==> src/sv/fue_pkg.sv <==
// ----------------------------------------------------------------------------
// fue_pkg
// Shared types, character codes and helpers for the form body decoder.
// ----------------------------------------------------------------------------
package fue_pkg;

    // character codes
    localparam logic [7:0] CH_PCT   = 8'h25;
    localparam logic [7:0] CH_PLUS  = 8'h2B;
    localparam logic [7:0] CH_SPACE = 8'h20;
    localparam logic [7:0] CH_AMP   = 8'h26;
    localparam logic [7:0] CH_EQ    = 8'h3D;

    // escape phase codes
    localparam logic [1:0] PH_NONE = 2'd0;
    localparam logic [1:0] PH_ONE  = 2'd1;
    localparam logic [1:0] PH_TWO  = 2'd2;

    // most results one input item can cause
    localparam int MAX_RUN = 3;

    typedef struct packed {
        logic [7:0] in_byte;
        logic       end_of_body;
    } t_in_item;

    typedef struct packed {
        logic [7:0] out_byte;
        logic       is_value;
        logic       pair_end;
        logic       pair_kept;
        logic       body_end;
        logic       run_last;
    } t_out_item;

    // one result without its run flags
    typedef struct packed {
        logic [7:0] data;
        logic       val;
        logic       marker;
        logic       kept;
    } t_slot;

    // all results caused by one input item
    typedef struct packed {
        t_slot [MAX_RUN-1:0] slots;
        logic [1:0]          cnt;
        logic                eob;
    } t_bundle;

    function automatic logic is_hex(input logic [7:0] c);
        return (c >= 8'h30 && c <= 8'h39) || (c >= 8'h61 && c <= 8'h66) ||
               (c >= 8'h41 && c <= 8'h46);
    endfunction

    function automatic logic [3:0] hex_nib(input logic [7:0] c);
        logic [7:0] v;
        v = 8'h00;
        if (c >= 8'h30 && c <= 8'h39) begin
            v = c - 8'h30;
        end else if (c >= 8'h61 && c <= 8'h66) begin
            v = c - 8'h57;
        end else if (c >= 8'h41 && c <= 8'h46) begin
            v = c - 8'h37;
        end
        return v[3:0];
    endfunction

    function automatic t_slot mk_slot(input logic [7:0] data, input logic val,
                                      input logic marker, input logic kept);
        t_slot s;
        s.data   = data;
        s.val    = val;
        s.marker = marker;
        s.kept   = kept;
        return s;
    endfunction

    // pending escape emitted as literal percent or single digit value
    function automatic t_slot flush_slot(input logic [1:0] phase, input logic [7:0] held,
                                         input logic val);
        logic [7:0] d;
        d = (phase == PH_ONE) ? CH_PCT : {4'h0, hex_nib(held)};
        return mk_slot(d, val, 1'b0, 1'b0);
    endfunction

endpackage

==> src/sv/form_urlencoded_decoder.sv <==
// ----------------------------------------------------------------------------
// form_urlencoded_decoder
// Percent decoder for a form body: key and value bytes tagged, pair markers.
// ----------------------------------------------------------------------------
// path: each result goes through the bundle queue and then the output register
// throughput: one input item per cycle while items cause at most one result
//   and the output is popped; results leave at one per cycle while popped, so
//   the extra results of an item are absorbed by the bundle queue (QUEUE_DEPTH entries)
// reset: synchronous, active low; clears pair state, queue and output valid
module form_urlencoded_decoder #(
    parameter int QUEUE_DEPTH = 4
) (
    input  logic               i_clk,
    input  logic               i_rst_n,
    input  logic               push,
    output logic               full,
    input  fue_pkg::t_in_item  i_item,
    output logic               empty,
    input  logic               pop,
    output fue_pkg::t_out_item o_result
);
    import fue_pkg::*;

    logic    accept;
    logic    bvalid;
    t_bundle bundle;
    t_bundle head;
    logic    qfull;
    logic    qempty;
    logic    qpop;

    assign accept = push && !qfull;
    assign full   = qfull;

    fue_front u_front (
        .i_clk    (i_clk),
        .i_rst_n  (i_rst_n),
        .i_accept (accept),
        .i_item   (i_item),
        .o_bvalid (bvalid),
        .o_bundle (bundle)
    );

    fue_queue #(
        .DEPTH (QUEUE_DEPTH)
    ) u_queue (
        .i_clk   (i_clk),
        .i_rst_n (i_rst_n),
        .i_wr    (bvalid),
        .i_wdata (bundle),
        .i_rd    (qpop),
        .o_head  (head),
        .o_full  (qfull),
        .o_empty (qempty)
    );

    fue_back u_back (
        .i_clk    (i_clk),
        .i_rst_n  (i_rst_n),
        .i_head   (head),
        .i_qempty (qempty),
        .o_qpop   (qpop),
        .i_pop    (pop),
        .o_empty  (empty),
        .o_result (o_result)
    );

endmodule

==> src/sv/fue_front.sv <==
// ----------------------------------------------------------------------------
// fue_front
// Accepts raw body bytes, tracks pair and escape state and forms the bundle
// of results that each byte causes.
// ----------------------------------------------------------------------------
module fue_front (
    input  logic              i_clk,
    input  logic              i_rst_n,
    input  logic              i_accept,
    input  fue_pkg::t_in_item i_item,
    output logic              o_bvalid,
    output fue_pkg::t_bundle  o_bundle
);
    import fue_pkg::*;

    logic       r_ivp, n_ivp;
    logic [1:0] r_phase, n_phase;
    logic [7:0] r_held, n_held;
    logic       r_ne, n_ne;

    t_slot [MAX_RUN-1:0] slots;
    logic [1:0]          cnt;
    logic                plain;
    logic [7:0]          b;
    logic                eob;

    assign b   = i_item.in_byte;
    assign eob = i_item.end_of_body;

    // classify the byte and build its results
    always_comb begin
        n_ivp   = r_ivp;
        n_phase = r_phase;
        n_held  = r_held;
        n_ne    = r_ne;
        slots   = '0;
        cnt     = 2'd0;
        plain   = 1'b1;
        if (b == CH_AMP) begin
            if (r_phase != PH_NONE) begin
                slots[cnt] = flush_slot(r_phase, r_held, r_ivp);
                cnt = cnt + 2'd1;
            end
            if (r_ne) begin
                slots[cnt] = mk_slot(8'h00, 1'b0, 1'b1, r_ivp);
                cnt = cnt + 2'd1;
            end
            n_ivp   = 1'b0;
            n_phase = PH_NONE;
            n_ne    = 1'b0;
        end else begin
            n_ne = 1'b1;
            case (r_phase)
                PH_ONE: begin
                    if (is_hex(b)) begin
                        n_held  = b;
                        n_phase = PH_TWO;
                        plain   = 1'b0;
                    end else begin
                        slots[cnt] = flush_slot(r_phase, r_held, r_ivp);
                        cnt = cnt + 2'd1;
                        n_phase = PH_NONE;
                    end
                end
                PH_TWO: begin
                    if (is_hex(b)) begin
                        slots[cnt] = mk_slot({hex_nib(r_held), hex_nib(b)}, r_ivp,
                                             1'b0, 1'b0);
                        cnt = cnt + 2'd1;
                        plain = 1'b0;
                    end else begin
                        slots[cnt] = flush_slot(r_phase, r_held, r_ivp);
                        cnt = cnt + 2'd1;
                    end
                    n_phase = PH_NONE;
                end
                default: ;
            endcase
            if (plain) begin
                if (b == CH_PCT) begin
                    n_phase = PH_ONE;
                end else if (b == CH_EQ && !r_ivp) begin
                    n_ivp = 1'b1;
                end else if (b == CH_PLUS) begin
                    slots[cnt] = mk_slot(CH_SPACE, r_ivp, 1'b0, 1'b0);
                    cnt = cnt + 2'd1;
                end else begin
                    slots[cnt] = mk_slot(b, r_ivp, 1'b0, 1'b0);
                    cnt = cnt + 2'd1;
                end
            end
            // end of body closes the open pair
            if (eob) begin
                if (n_phase != PH_NONE) begin
                    slots[cnt] = flush_slot(n_phase, n_held, n_ivp);
                    cnt = cnt + 2'd1;
                end
                slots[cnt] = mk_slot(8'h00, 1'b0, 1'b1, n_ivp);
                cnt = cnt + 2'd1;
            end
        end
        if (eob) begin
            n_ivp   = 1'b0;
            n_phase = PH_NONE;
            n_held  = 8'h00;
            n_ne    = 1'b0;
        end
    end

    // state registers
    always_ff @(posedge i_clk) begin
        if (!i_rst_n) begin
            r_ivp   <= 1'b0;
            r_phase <= PH_NONE;
            r_held  <= 8'h00;
            r_ne    <= 1'b0;
        end else if (i_accept) begin
            r_ivp   <= n_ivp;
            r_phase <= n_phase;
            r_held  <= n_held;
            r_ne    <= n_ne;
        end
    end

    assign o_bvalid        = i_accept && (cnt != 2'd0);
    assign o_bundle.slots  = slots;
    assign o_bundle.cnt    = cnt;
    assign o_bundle.eob    = eob;

    // body end returns all pair state to reset
    a_eob_reset: assert property (@(posedge i_clk) disable iff (!i_rst_n)
        i_accept && eob |=> !r_ivp && r_phase == PH_NONE && !r_ne)
        else $error("state not cleared after body end");

    // a non-delimiter byte of a body that goes on leaves the pair non-empty
    a_pair_open: assert property (@(posedge i_clk) disable iff (!i_rst_n)
        i_accept && !eob && b != CH_AMP |=> r_ne)
        else $error("pair not marked non-empty");

endmodule

==> src/sv/fue_queue.sv <==
// ----------------------------------------------------------------------------
// fue_queue
// Short queue of result bundles between the front and the back.
// ----------------------------------------------------------------------------
module fue_queue #(
    parameter int DEPTH = 4
) (
    input  logic             i_clk,
    input  logic             i_rst_n,
    input  logic             i_wr,
    input  fue_pkg::t_bundle i_wdata,
    input  logic             i_rd,
    output fue_pkg::t_bundle o_head,
    output logic             o_full,
    output logic             o_empty
);
    import fue_pkg::*;

    localparam int PW = (DEPTH > 1) ? $clog2(DEPTH) : 1;
    localparam int CW = $clog2(DEPTH + 1);
    localparam logic [PW-1:0] LAST = PW'(DEPTH - 1);
    localparam logic [CW-1:0] FULL = CW'(DEPTH);

    t_bundle         r_mem [DEPTH];
    logic [PW-1:0]   r_wp;
    logic [PW-1:0]   r_rp;
    logic [CW-1:0]   r_cnt;
    logic            wr_en;
    logic            rd_en;

    assign wr_en   = i_wr && !o_full;
    assign rd_en   = i_rd && !o_empty;
    assign o_full  = (r_cnt == FULL);
    assign o_empty = (r_cnt == '0);
    assign o_head  = r_mem[r_rp];

    // storage
    always_ff @(posedge i_clk) begin
        if (wr_en) begin
            r_mem[r_wp] <= i_wdata;
        end
    end

    // pointers and fill count
    always_ff @(posedge i_clk) begin
        if (!i_rst_n) begin
            r_wp  <= '0;
            r_rp  <= '0;
            r_cnt <= '0;
        end else begin
            if (wr_en) begin
                r_wp <= (r_wp == LAST) ? '0 : r_wp + 1'b1;
            end
            if (rd_en) begin
                r_rp <= (r_rp == LAST) ? '0 : r_rp + 1'b1;
            end
            if (wr_en && !rd_en) begin
                r_cnt <= r_cnt + 1'b1;
            end else if (rd_en && !wr_en) begin
                r_cnt <= r_cnt - 1'b1;
            end
        end
    end

    // the front never writes into a full queue
    a_no_overflow: assert property (@(posedge i_clk) disable iff (!i_rst_n)
        i_wr |-> !o_full)
        else $error("bundle written into full queue");

endmodule

==> src/sv/fue_back.sv <==
// ----------------------------------------------------------------------------
// fue_back
// Takes bundles from the queue and hands out their results one item per
// cycle, while the output is popped, through an output register.
// ----------------------------------------------------------------------------
module fue_back (
    input  logic               i_clk,
    input  logic               i_rst_n,
    input  fue_pkg::t_bundle   i_head,
    input  logic               i_qempty,
    output logic               o_qpop,
    input  logic               i_pop,
    output logic               o_empty,
    output fue_pkg::t_out_item o_result
);
    import fue_pkg::*;

    logic [1:0] r_idx;
    logic       r_vld;
    t_out_item  r_out;
    logic       load;
    logic       take;
    logic       last;
    t_slot      cur;

    assign load = !r_vld || i_pop;
    assign take = load && !i_qempty;
    assign cur  = i_head.slots[r_idx];
    assign last = (r_idx == i_head.cnt - 2'd1);

    assign o_qpop   = take && last;
    assign o_empty  = !r_vld;
    assign o_result = r_out;

    // slot index and output valid
    always_ff @(posedge i_clk) begin
        if (!i_rst_n) begin
            r_idx <= 2'd0;
            r_vld <= 1'b0;
        end else if (load) begin
            r_vld <= !i_qempty;
            if (take) begin
                r_idx <= last ? 2'd0 : r_idx + 2'd1;
            end
        end
    end

    // output payload
    always_ff @(posedge i_clk) begin
        if (take) begin
            r_out.out_byte  <= cur.data;
            r_out.is_value  <= cur.val;
            r_out.pair_end  <= cur.marker;
            r_out.pair_kept <= cur.kept;
            r_out.body_end  <= last && i_head.eob;
            r_out.run_last  <= last;
        end
    end

    // the slot index stays inside the head bundle
    a_idx_range: assert property (@(posedge i_clk) disable iff (!i_rst_n)
        !i_qempty |-> r_idx < i_head.cnt)
        else $error("slot index past bundle end");

    // index returns to zero after the head bundle leaves
    a_idx_wrap: assert property (@(posedge i_clk) disable iff (!i_rst_n)
        o_qpop |=> r_idx == 2'd0)
        else $error("slot index not rewound");

endmodule
==> config.mk <==
export PLATFORM = sky130hd
export DESIGN_NAME = form_urlencoded_decoder
export DESIGN_NICKNAME = d
export VERILOG_FILES = /design/src/sv/fue_pkg.sv /design/src/sv/form_urlencoded_decoder.sv /design/src/sv/fue_front.sv /design/src/sv/fue_queue.sv /design/src/sv/fue_back.sv
export SDC_FILE = /design/constraint.sdc
export NUM_CORES = 1
export LEC_CHECK = 0
export ABC_CLOCK_PERIOD_IN_PS = 5800
export BUFFER_PORTS_ARGS = -buffer_cell sky130_fd_sc_hd__buf_2
export CAP_MARGIN = 10
export CELL_PAD_IN_SITES_DETAIL_PLACEMENT = 1
export CELL_PAD_IN_SITES_GLOBAL_PLACEMENT = 1
export CORE_UTILIZATION = 44
export DETAILED_ROUTE_END_ITERATION = 6
export HOLD_SLACK_MARGIN = 0.02
export PLACE_DENSITY = 0.75
export SLEW_MARGIN = 30
export SYNTH_ARGS = -nofsm -noshare
export SYNTH_HDL_FRONTEND = slang
export SYNTH_SLANG_ARGS = --single-unit
==> constraint.sdc <==
create_clock -name i_clk -period 5.8 [get_ports i_clk]
set_input_delay 1.16 -clock i_clk [delete_from_list [all_inputs] [get_ports i_clk]]
set_output_delay 1.16 -clock i_clk [all_outputs]
set_load 0.01 [all_outputs]
After elaboration in Yosys (flattened, before gate mapping)
Memory sizes are Yosys's and may differ from the RTL's. A register that Yosys moved wholly into a read port is not among the register bits.
Cells that the tools add are included.
{"block": "totals", "reg_bits": 35, "ram_bits": 144, "input_bits": 13, "out_inout_bits": 15, "wordCells": 207, "mem_count": 1}
{"block": "classes", "addsub": 19, "n_lt_le_gt_ge": 27, "eq_ne": 12, "mux": 93, "reduce_logical": 40}
{"name": "u_queue.r_mem", "depth": 4, "word_bits": 36, "read_ports": 1, "rd_ports_with_merged_regs": 1, "wr": 1, "line_no": "fue_queue.sv:24", "source": "t_bundle r_mem [DEPTH];"}
{"cell": "two-way mux 33 bit", "n": 11}
{"cell": "bitwise mux 33 bit", "n": 5}
{"cell": "two-way mux 11 bit", "n": 9}
{"cell": "demux 11 bit (select 2 bit)", "n": 4}
{"cell": "greater-or-equal comparator 8 x 7 -> 1 bit, second input constant", "n": 6}
{"cell": "less-or-equal comparator 8 x 7 -> 1 bit, second input constant", "n": 6}
{"cell": "two-way mux 4 bit", "n": 12}
{"cell": "two-way mux 2 bit", "n": 23}
{"cell": "two-way mux 8 bit", "n": 5}
{"cell": "equality test 8 x 6 -> 1 bit, second input constant", "n": 4}
{"cell": "greater-or-equal comparator 8 x 6 -> 1 bit, second input constant", "n": 3}
{"cell": "less-or-equal comparator 8 x 6 -> 1 bit, second input constant", "n": 3}
{"cell": "subtractor 4 x 3 -> 4 bit, second input constant", "n": 6}
{"cell": "logical AND 1 bit", "n": 23}
{"cell": "binary-select mux 11 bit (select 2 bit)", "n": 1}
{"cell": "one-hot mux 11 bit (2 select lines)", "n": 1}
{"cell": "< comparator 2 x 3 -> 1 bit, second input constant", "n": 5}
{"cell": "two-way mux 1 bit", "n": 15}
{"cell": "adder 2 x 1 -> 2 bit, second input constant", "n": 7}
{"cell": "two-way mux 6 bit", "n": 2}
{"cell": "subtractor 4 x 1 -> 4 bit, second input constant", "n": 3}
{"cell": "two-way mux 9 bit", "n": 1}
{"cell": "greater-or-equal comparator 2 x 1 -> 1 bit, second input constant", "n": 4}
{"cell": "one-hot mux 2 bit (2 select lines)", "n": 2}
{"cell": "other kinds (15)", "n": 30}

Logic depth before layout (Yosys ltp)
{"block": "depth", "word_depth": 26, "ltp_mapped": 24, "mapped_depth_nobuf": 23}

Hierarchy
Synthesis repeated with hierarchy kept, for this count alone.
{"block": "hier_totals", "hier_cells": 659, "hier_area_um2": 9018.6}
{"mod": "fue_queue", "instances": 1, "cells_per_inst": 239, "area_each_um2": 5729.2, "seq_area_each_um2": 4504.3}
{"mod": "fue_front", "instances": 1, "cells_per_inst": 344, "area_each_um2": 2457.4, "seq_area_each_um2": 240.2}
{"mod": "fue_back", "instances": 1, "cells_per_inst": 75, "area_each_um2": 818.3, "seq_area_each_um2": 450.4}
{"mod": "form_urlencoded_decoder", "instances": 1, "cells_per_inst": 1, "area_each_um2": 13.8, "seq_area_each_um2": 0.0}

Least setup slack after synthesis
Ideal clock, no wire load.
{"block": "synth_timing", "path_kind": "input -> register", "startpoint": "input port i_item[2] in the netlist's numbering", "endpoint": "register u_queue.r_cnt[2]", "setup_ns": 0.076, "t_arrival_ns": 5.141, "required_ns": 5.724, "setup_slack_ns": 0.583, "cell_stages": 24, "n_path_buf": 1, "cell_sequence": "inv_1 > ha_1 > or3b_1 > nand4_1 > o21ai_2 > buf_2 > nor2_1 > o21a_1 > ha_1 > mux2i_1 > o21ai_2 > o21ai_4 > ha_1 > nand2_1 > o21ai_0 > inv_1 > ha_1 > a31oi_4 > ha_1 > inv_1 > fa_1 > xor2_1 > or3_1 > a21boi_0"}
{"block": "synth_between", "elab_chain_cells": 25, "elab_cells_between_ends": 47, "classes_between": "add/sub (3); order compare (6); eq/ne (3); mux (21); reduce/logical (14)"}
{"element": "start: declaration", "line_no": "form_urlencoded_decoder.sv:17", "source": "input fue_pkg::t_in_item i_item,"}
{"element": "greater-or-equal comparator 8 x 6 -> 1 bit (tied with other cells)", "line_no": "fue_pkg.sv:52", "source": "return (c >= 8'h30 && c <= 8'h39) || (c >= 8'h61 && c <= 8'h66) ||"}
{"element": "logical AND 1 bit", "line_no": "fue_pkg.sv:52"}
{"element": "logical OR 1 bit (2 in a row)", "line_no": "fue_pkg.sv:52"}
{"element": "two-way mux 1 bit", "line_no": "fue_front.sv:55, fue_front.sv:66"}
{"element": "one-hot mux 2 bit (2 select lines)", "line_no": "fue_front.sv:53", "source": "case (r_phase)"}
{"element": "two-way mux 2 bit", "line_no": "fue_front.sv:39", "source": "if (b == CH_AMP) begin"}
{"element": "adder 2 x 1 -> 2 bit", "line_no": "fue_front.sv:86, fue_front.sv:89"}
{"element": "two-way mux 2 bit", "line_no": "fue_front.sv:82", "source": "end else if (b == CH_EQ && !r_ivp) begin"}
{"element": "(+9 left out)"}
{"element": "two-way mux 2 bit *", "line_no": "fue_front.sv:39"}
{"element": "nonzero test 2 bit *", "line_no": "fue_front.sv:125", "source": "assign o_bvalid = i_accept && (cnt != 2'd0);"}
{"element": "logical AND 1 bit *", "line_no": "fue_front.sv:125"}
{"element": "logical AND 1 bit *", "line_no": "fue_queue.sv:31", "source": "assign wr_en = i_wr && !o_full;"}
{"element": "net u_queue.wr_en", "line_no": "fue_queue.sv:28", "source": "logic wr_en;"}
{"element": "logical NOT 1 bit", "line_no": "fue_queue.sv:59", "source": "end else if (rd_en && !wr_en) begin"}
{"element": "logical AND 1 bit", "line_no": "fue_queue.sv:59"}
{"element": "nonzero test 2 bit (no source line)"}
{"element": "end signal: assignment", "line_no": "fue_queue.sv:58", "source": "r_cnt <= r_cnt + 1'b1;"}
{"element": "end signal: assignment", "line_no": "fue_queue.sv:60", "source": "r_cnt <= r_cnt - 1'b1;"}
{"element": "end: declaration", "line_no": "fue_queue.sv:27", "source": "logic [CW-1:0] r_cnt;"}
Mark *: on every way through the listed nets, which the timed path passes. The rest lies on a longest branch. The select of a mux whose other input is x is not followed.
A chain may end at the register's enable or synchronous reset.

Worst setup path in the final report
Ends and elaborated chain as after synthesis.

==> flow_summary_export.csv <==
group,metric,value,unit
routing,vias_per_cell,5.94,
sta,relSlewSlack,40.6,%
sta,setup_viol,0,
cts,cts_max_path_buffers,2,
place,place_ws,117,ps
cts,cts_setup_buffers,0,
sta,fmax,191,MHz
cts,cts.sink_count,169,
cts,hold_buffers,0,
place,hpwlAfterDp,14.6,mm
setup_path,worstPathRequired,6140,ps
layout,layout-drive-gt1-share,19.4,%
synthesis,synth.top_cell.area_share,51.8,%
die,num_io_pins,28,
sta,finalHoldViolations,0,
sta,finalWorstSetupSlack,562,ps
synthesis,netlist_area,8410,sq um
layout,syn2layout_area_growth,12.3,%
global_routing,first_global_vias,5770,
synthesis,synth_area_leader_cell,"edfxtp_1",
synthesis,seq_area_frac_synth,57.5,%
setup_path,cp.arrival,5580,ps
setup_path,cp_max_fo,8,
global_routing,grt_max_degree,34,
die,die_w,140,um
sta,rsz0062_at_grt,"false",
synthesis,syn_area_per_cell,13.4,sq um
routing,drt-total-wl,21.1,mm
pwr,vdd_drop_max,266,uV
synthesis,yosysWarnings,0,
synthesis,synth_area_leaders,"edfxtp_1 (52%), mux4_2 (8.8%), dfxtp_1 (5.7%)",
die,start_util,44.9,%
global_routing,antenna_found_initial,0,
synthesis,synth_edf_count,145,
setup_path,end_kind,"flop",
sta,skew,11.4,ps
die,placementRows,50,
cts,clkTransAtPathRegs,60,ps
layout,antennaDiodeCount,0,
routing,drtIter0Drc,272,
sta,finalCritPeriodShare,90.3,%
routing,ant_nets,0,
cts,htree_levels,4,
sta,tns,0,ps
sta,worstMarginPinSlew,890,ps
synthesis,synth_most_common_cell,"edfxtp_1",
routing,post_drt_wl_per_cell,23.2,um
setup_path,startpoint_type,"input pin",
synthesis,synth.distinct_cells,83,
routing,drc,0,
sta,period_minus_slack,5240,ps
synthesis,synth_fp_nets,672,
setup_path,worstSetupPathType,"input pin to flop",
place,portBuffers,27,
die,dieHeight,140,um
synthesis,synth_seq_cells,169,
cts,clk-insertion-delay-late,420,ps
die,dieArea,19700,sq um
synthesis,synth_common_cells,"edfxtp_1 (145), nand2_1 (40), nor2_1 (40)",
outcome,outcome,"completed",
global_routing,overflow,0,
pwr,power_leakage,3.34,nW
routing,vias,5404,
cts,cts_resized,0,
worst_hold_path,worstHoldPathType,"flop to flop",
synthesis,ys.flop_type,"edfxtp_1",
layout,nNetsFinal,706,
pwr,power_density,370,nW/um^2
cts,cts_tree,"yes",
die,core,18700,sq um
cts,clockRootBuffer,"clkbuf_16",
global_routing,grt_pass1_wl,33.0,mm
synthesis,syn_inst,628,
sta,slew_violations,0,
cts,cts_buffers,17,
routing,drt_pass1_iterations,4,
global_routing,track_usage,22.5,%
flow_run,max-cap-violations,0,
place,gp_congestion,0.927,
layout,fillCellCount,1868,
synthesis,async_reset_ff_share,0,%
[final cells by class]
cell class	count	area, sq um	area share (%)
Sequential cell	169	4840	51.2
Inverter	35	131	1.39
Timing Repair Buffer	42	298	3.16
Clock buffer	18	429	4.55
Tap cell	234	293	3.10
Multi-Input combinational cell	397	3330	35.3
Clock inverter	14	123	1.30
[logic make-up after synthesis]
kind of cell,count (synthesis),synth area share [%]
AND/OR/NAND/NOR,169,10.6
multiplexers,54,11.4
XOR/XNOR,5,0.610
flip-flops,169,57.5
AO/OA/AOI/OAI,138,12.3
buffers and inverters,62,2.89
adder cells (fa/ha/maj),31,4.70
[flip-flops by register name, summed over array words and instances (netlist names), named ones only]
| signal | flops |
|---|---|
| u_queue.r_rp | 2 |
| u_queue.r_mem | 132 |
| u_front.r_ivp | 1 |
| u_back.o_result | 13 |
| u_queue.r_cnt | 3 |
| u_back.r_idx | 2 |
| u_queue.r_wp | 2 |
| u_front.r_ne | 1 |
| u_front.r_held | 8 |
| u_back.r_vld | 1 |
| u_front.r_phase | 2 |
[per-stage QoR]
step                utilization [%]  instance area [sq um]  hold WS [ps]  total power, W  std cells
floorplan                         -                   8410           455         0.00219        628
global placement               47.5                   8890           465         0.00242        877
detailed placement             47.5                   8890           489         0.00247        877
CTS                            50.5                   9440           497         0.00353        909
global route                   50.5                   9440           523         0.00365        909
finish                         50.5                   9440           498         0.00349        909
[cell usage in the layout (no fill, tap or decap), types with 4 or more instances in the layout]
cell       Yosys  layout
ha_1          30      30
mux4_2        33      33
o22ai_1       12      12
a22oi_1        9       9
clkbuf_16      0      17
a31oi_1        4       4
nor3_1        12      12
mux2i_1       18      18
nor3b_1        4       4
nor2_1        40      40
a21o_1         8       8
inv_1         34      34
a21oi_1       16      16
and3_1         7       7
and2_1        11      11
o21ai_0       22      22
or3_1          4       4
nand3_1       12      12
o21bai_1       4       4
nand2_1       40      40
a211oi_1       4       4
clkinv_1       1       4
buf_4          0      11
a21boi_0       7       7
a32oi_1        4       4
o21ai_1        4       4
buf_12         0       4
nand2b_1       5       5
dfxtp_1       24      23
nor2b_1       12      12
buf_2          2      27
edfxtp_1     145     145
[worst paths after layout]
check	depth (start not counted)	slack, ps	start	endpoint
setup reg to reg	21	1040	u_front.r_phase[1]	u_queue.r_cnt[2]
hold reg to reg	2	500	u_back.r_vld	u_back.r_vld
setup / recovery	24	560	i_item[2]	u_queue.r_cnt[2]
hold / removal	2	500	u_back.r_vld	u_back.r_vld
[power by group]
part	internal [W]	switching, W	total (W)
clock	0.000594	0.000472	0.00107
sequential	0.00154	0.0000618	0.00160
combinational	0.000353	0.000478	0.000831
[critical path: stages]
cell	delay, ps
buf_2	170
inv_1	90
ha_1	220
or3b_1	370
nand4_1	140
o21ai_2	100
nor2_1	140
o21a_1	150
ha_1	230
mux2i_1	170
o21ai_2	100
o21ai_4	120
ha_1	270
nand2_1	50
o21ai_0	120
inv_1	120
ha_1	270
a31oi_4	240
ha_1	240
inv_1	60
fa_1	380
xor2_1	180
or3_1	310
a21boi_0	170
[per-layer routing]
layer / GRT usage [%] / vias up / share of wire, %
li1: - / 2486 / -
met1: 27.3 / 2771 / 42
met2: 41.1 / 125 / 52
met3: 3.73 / 22 / 3.3
met4: 6.71 / 0 / 1.7
met5: 0 / - / 0
Note: power is estimated with default switching activity, not from simulation.
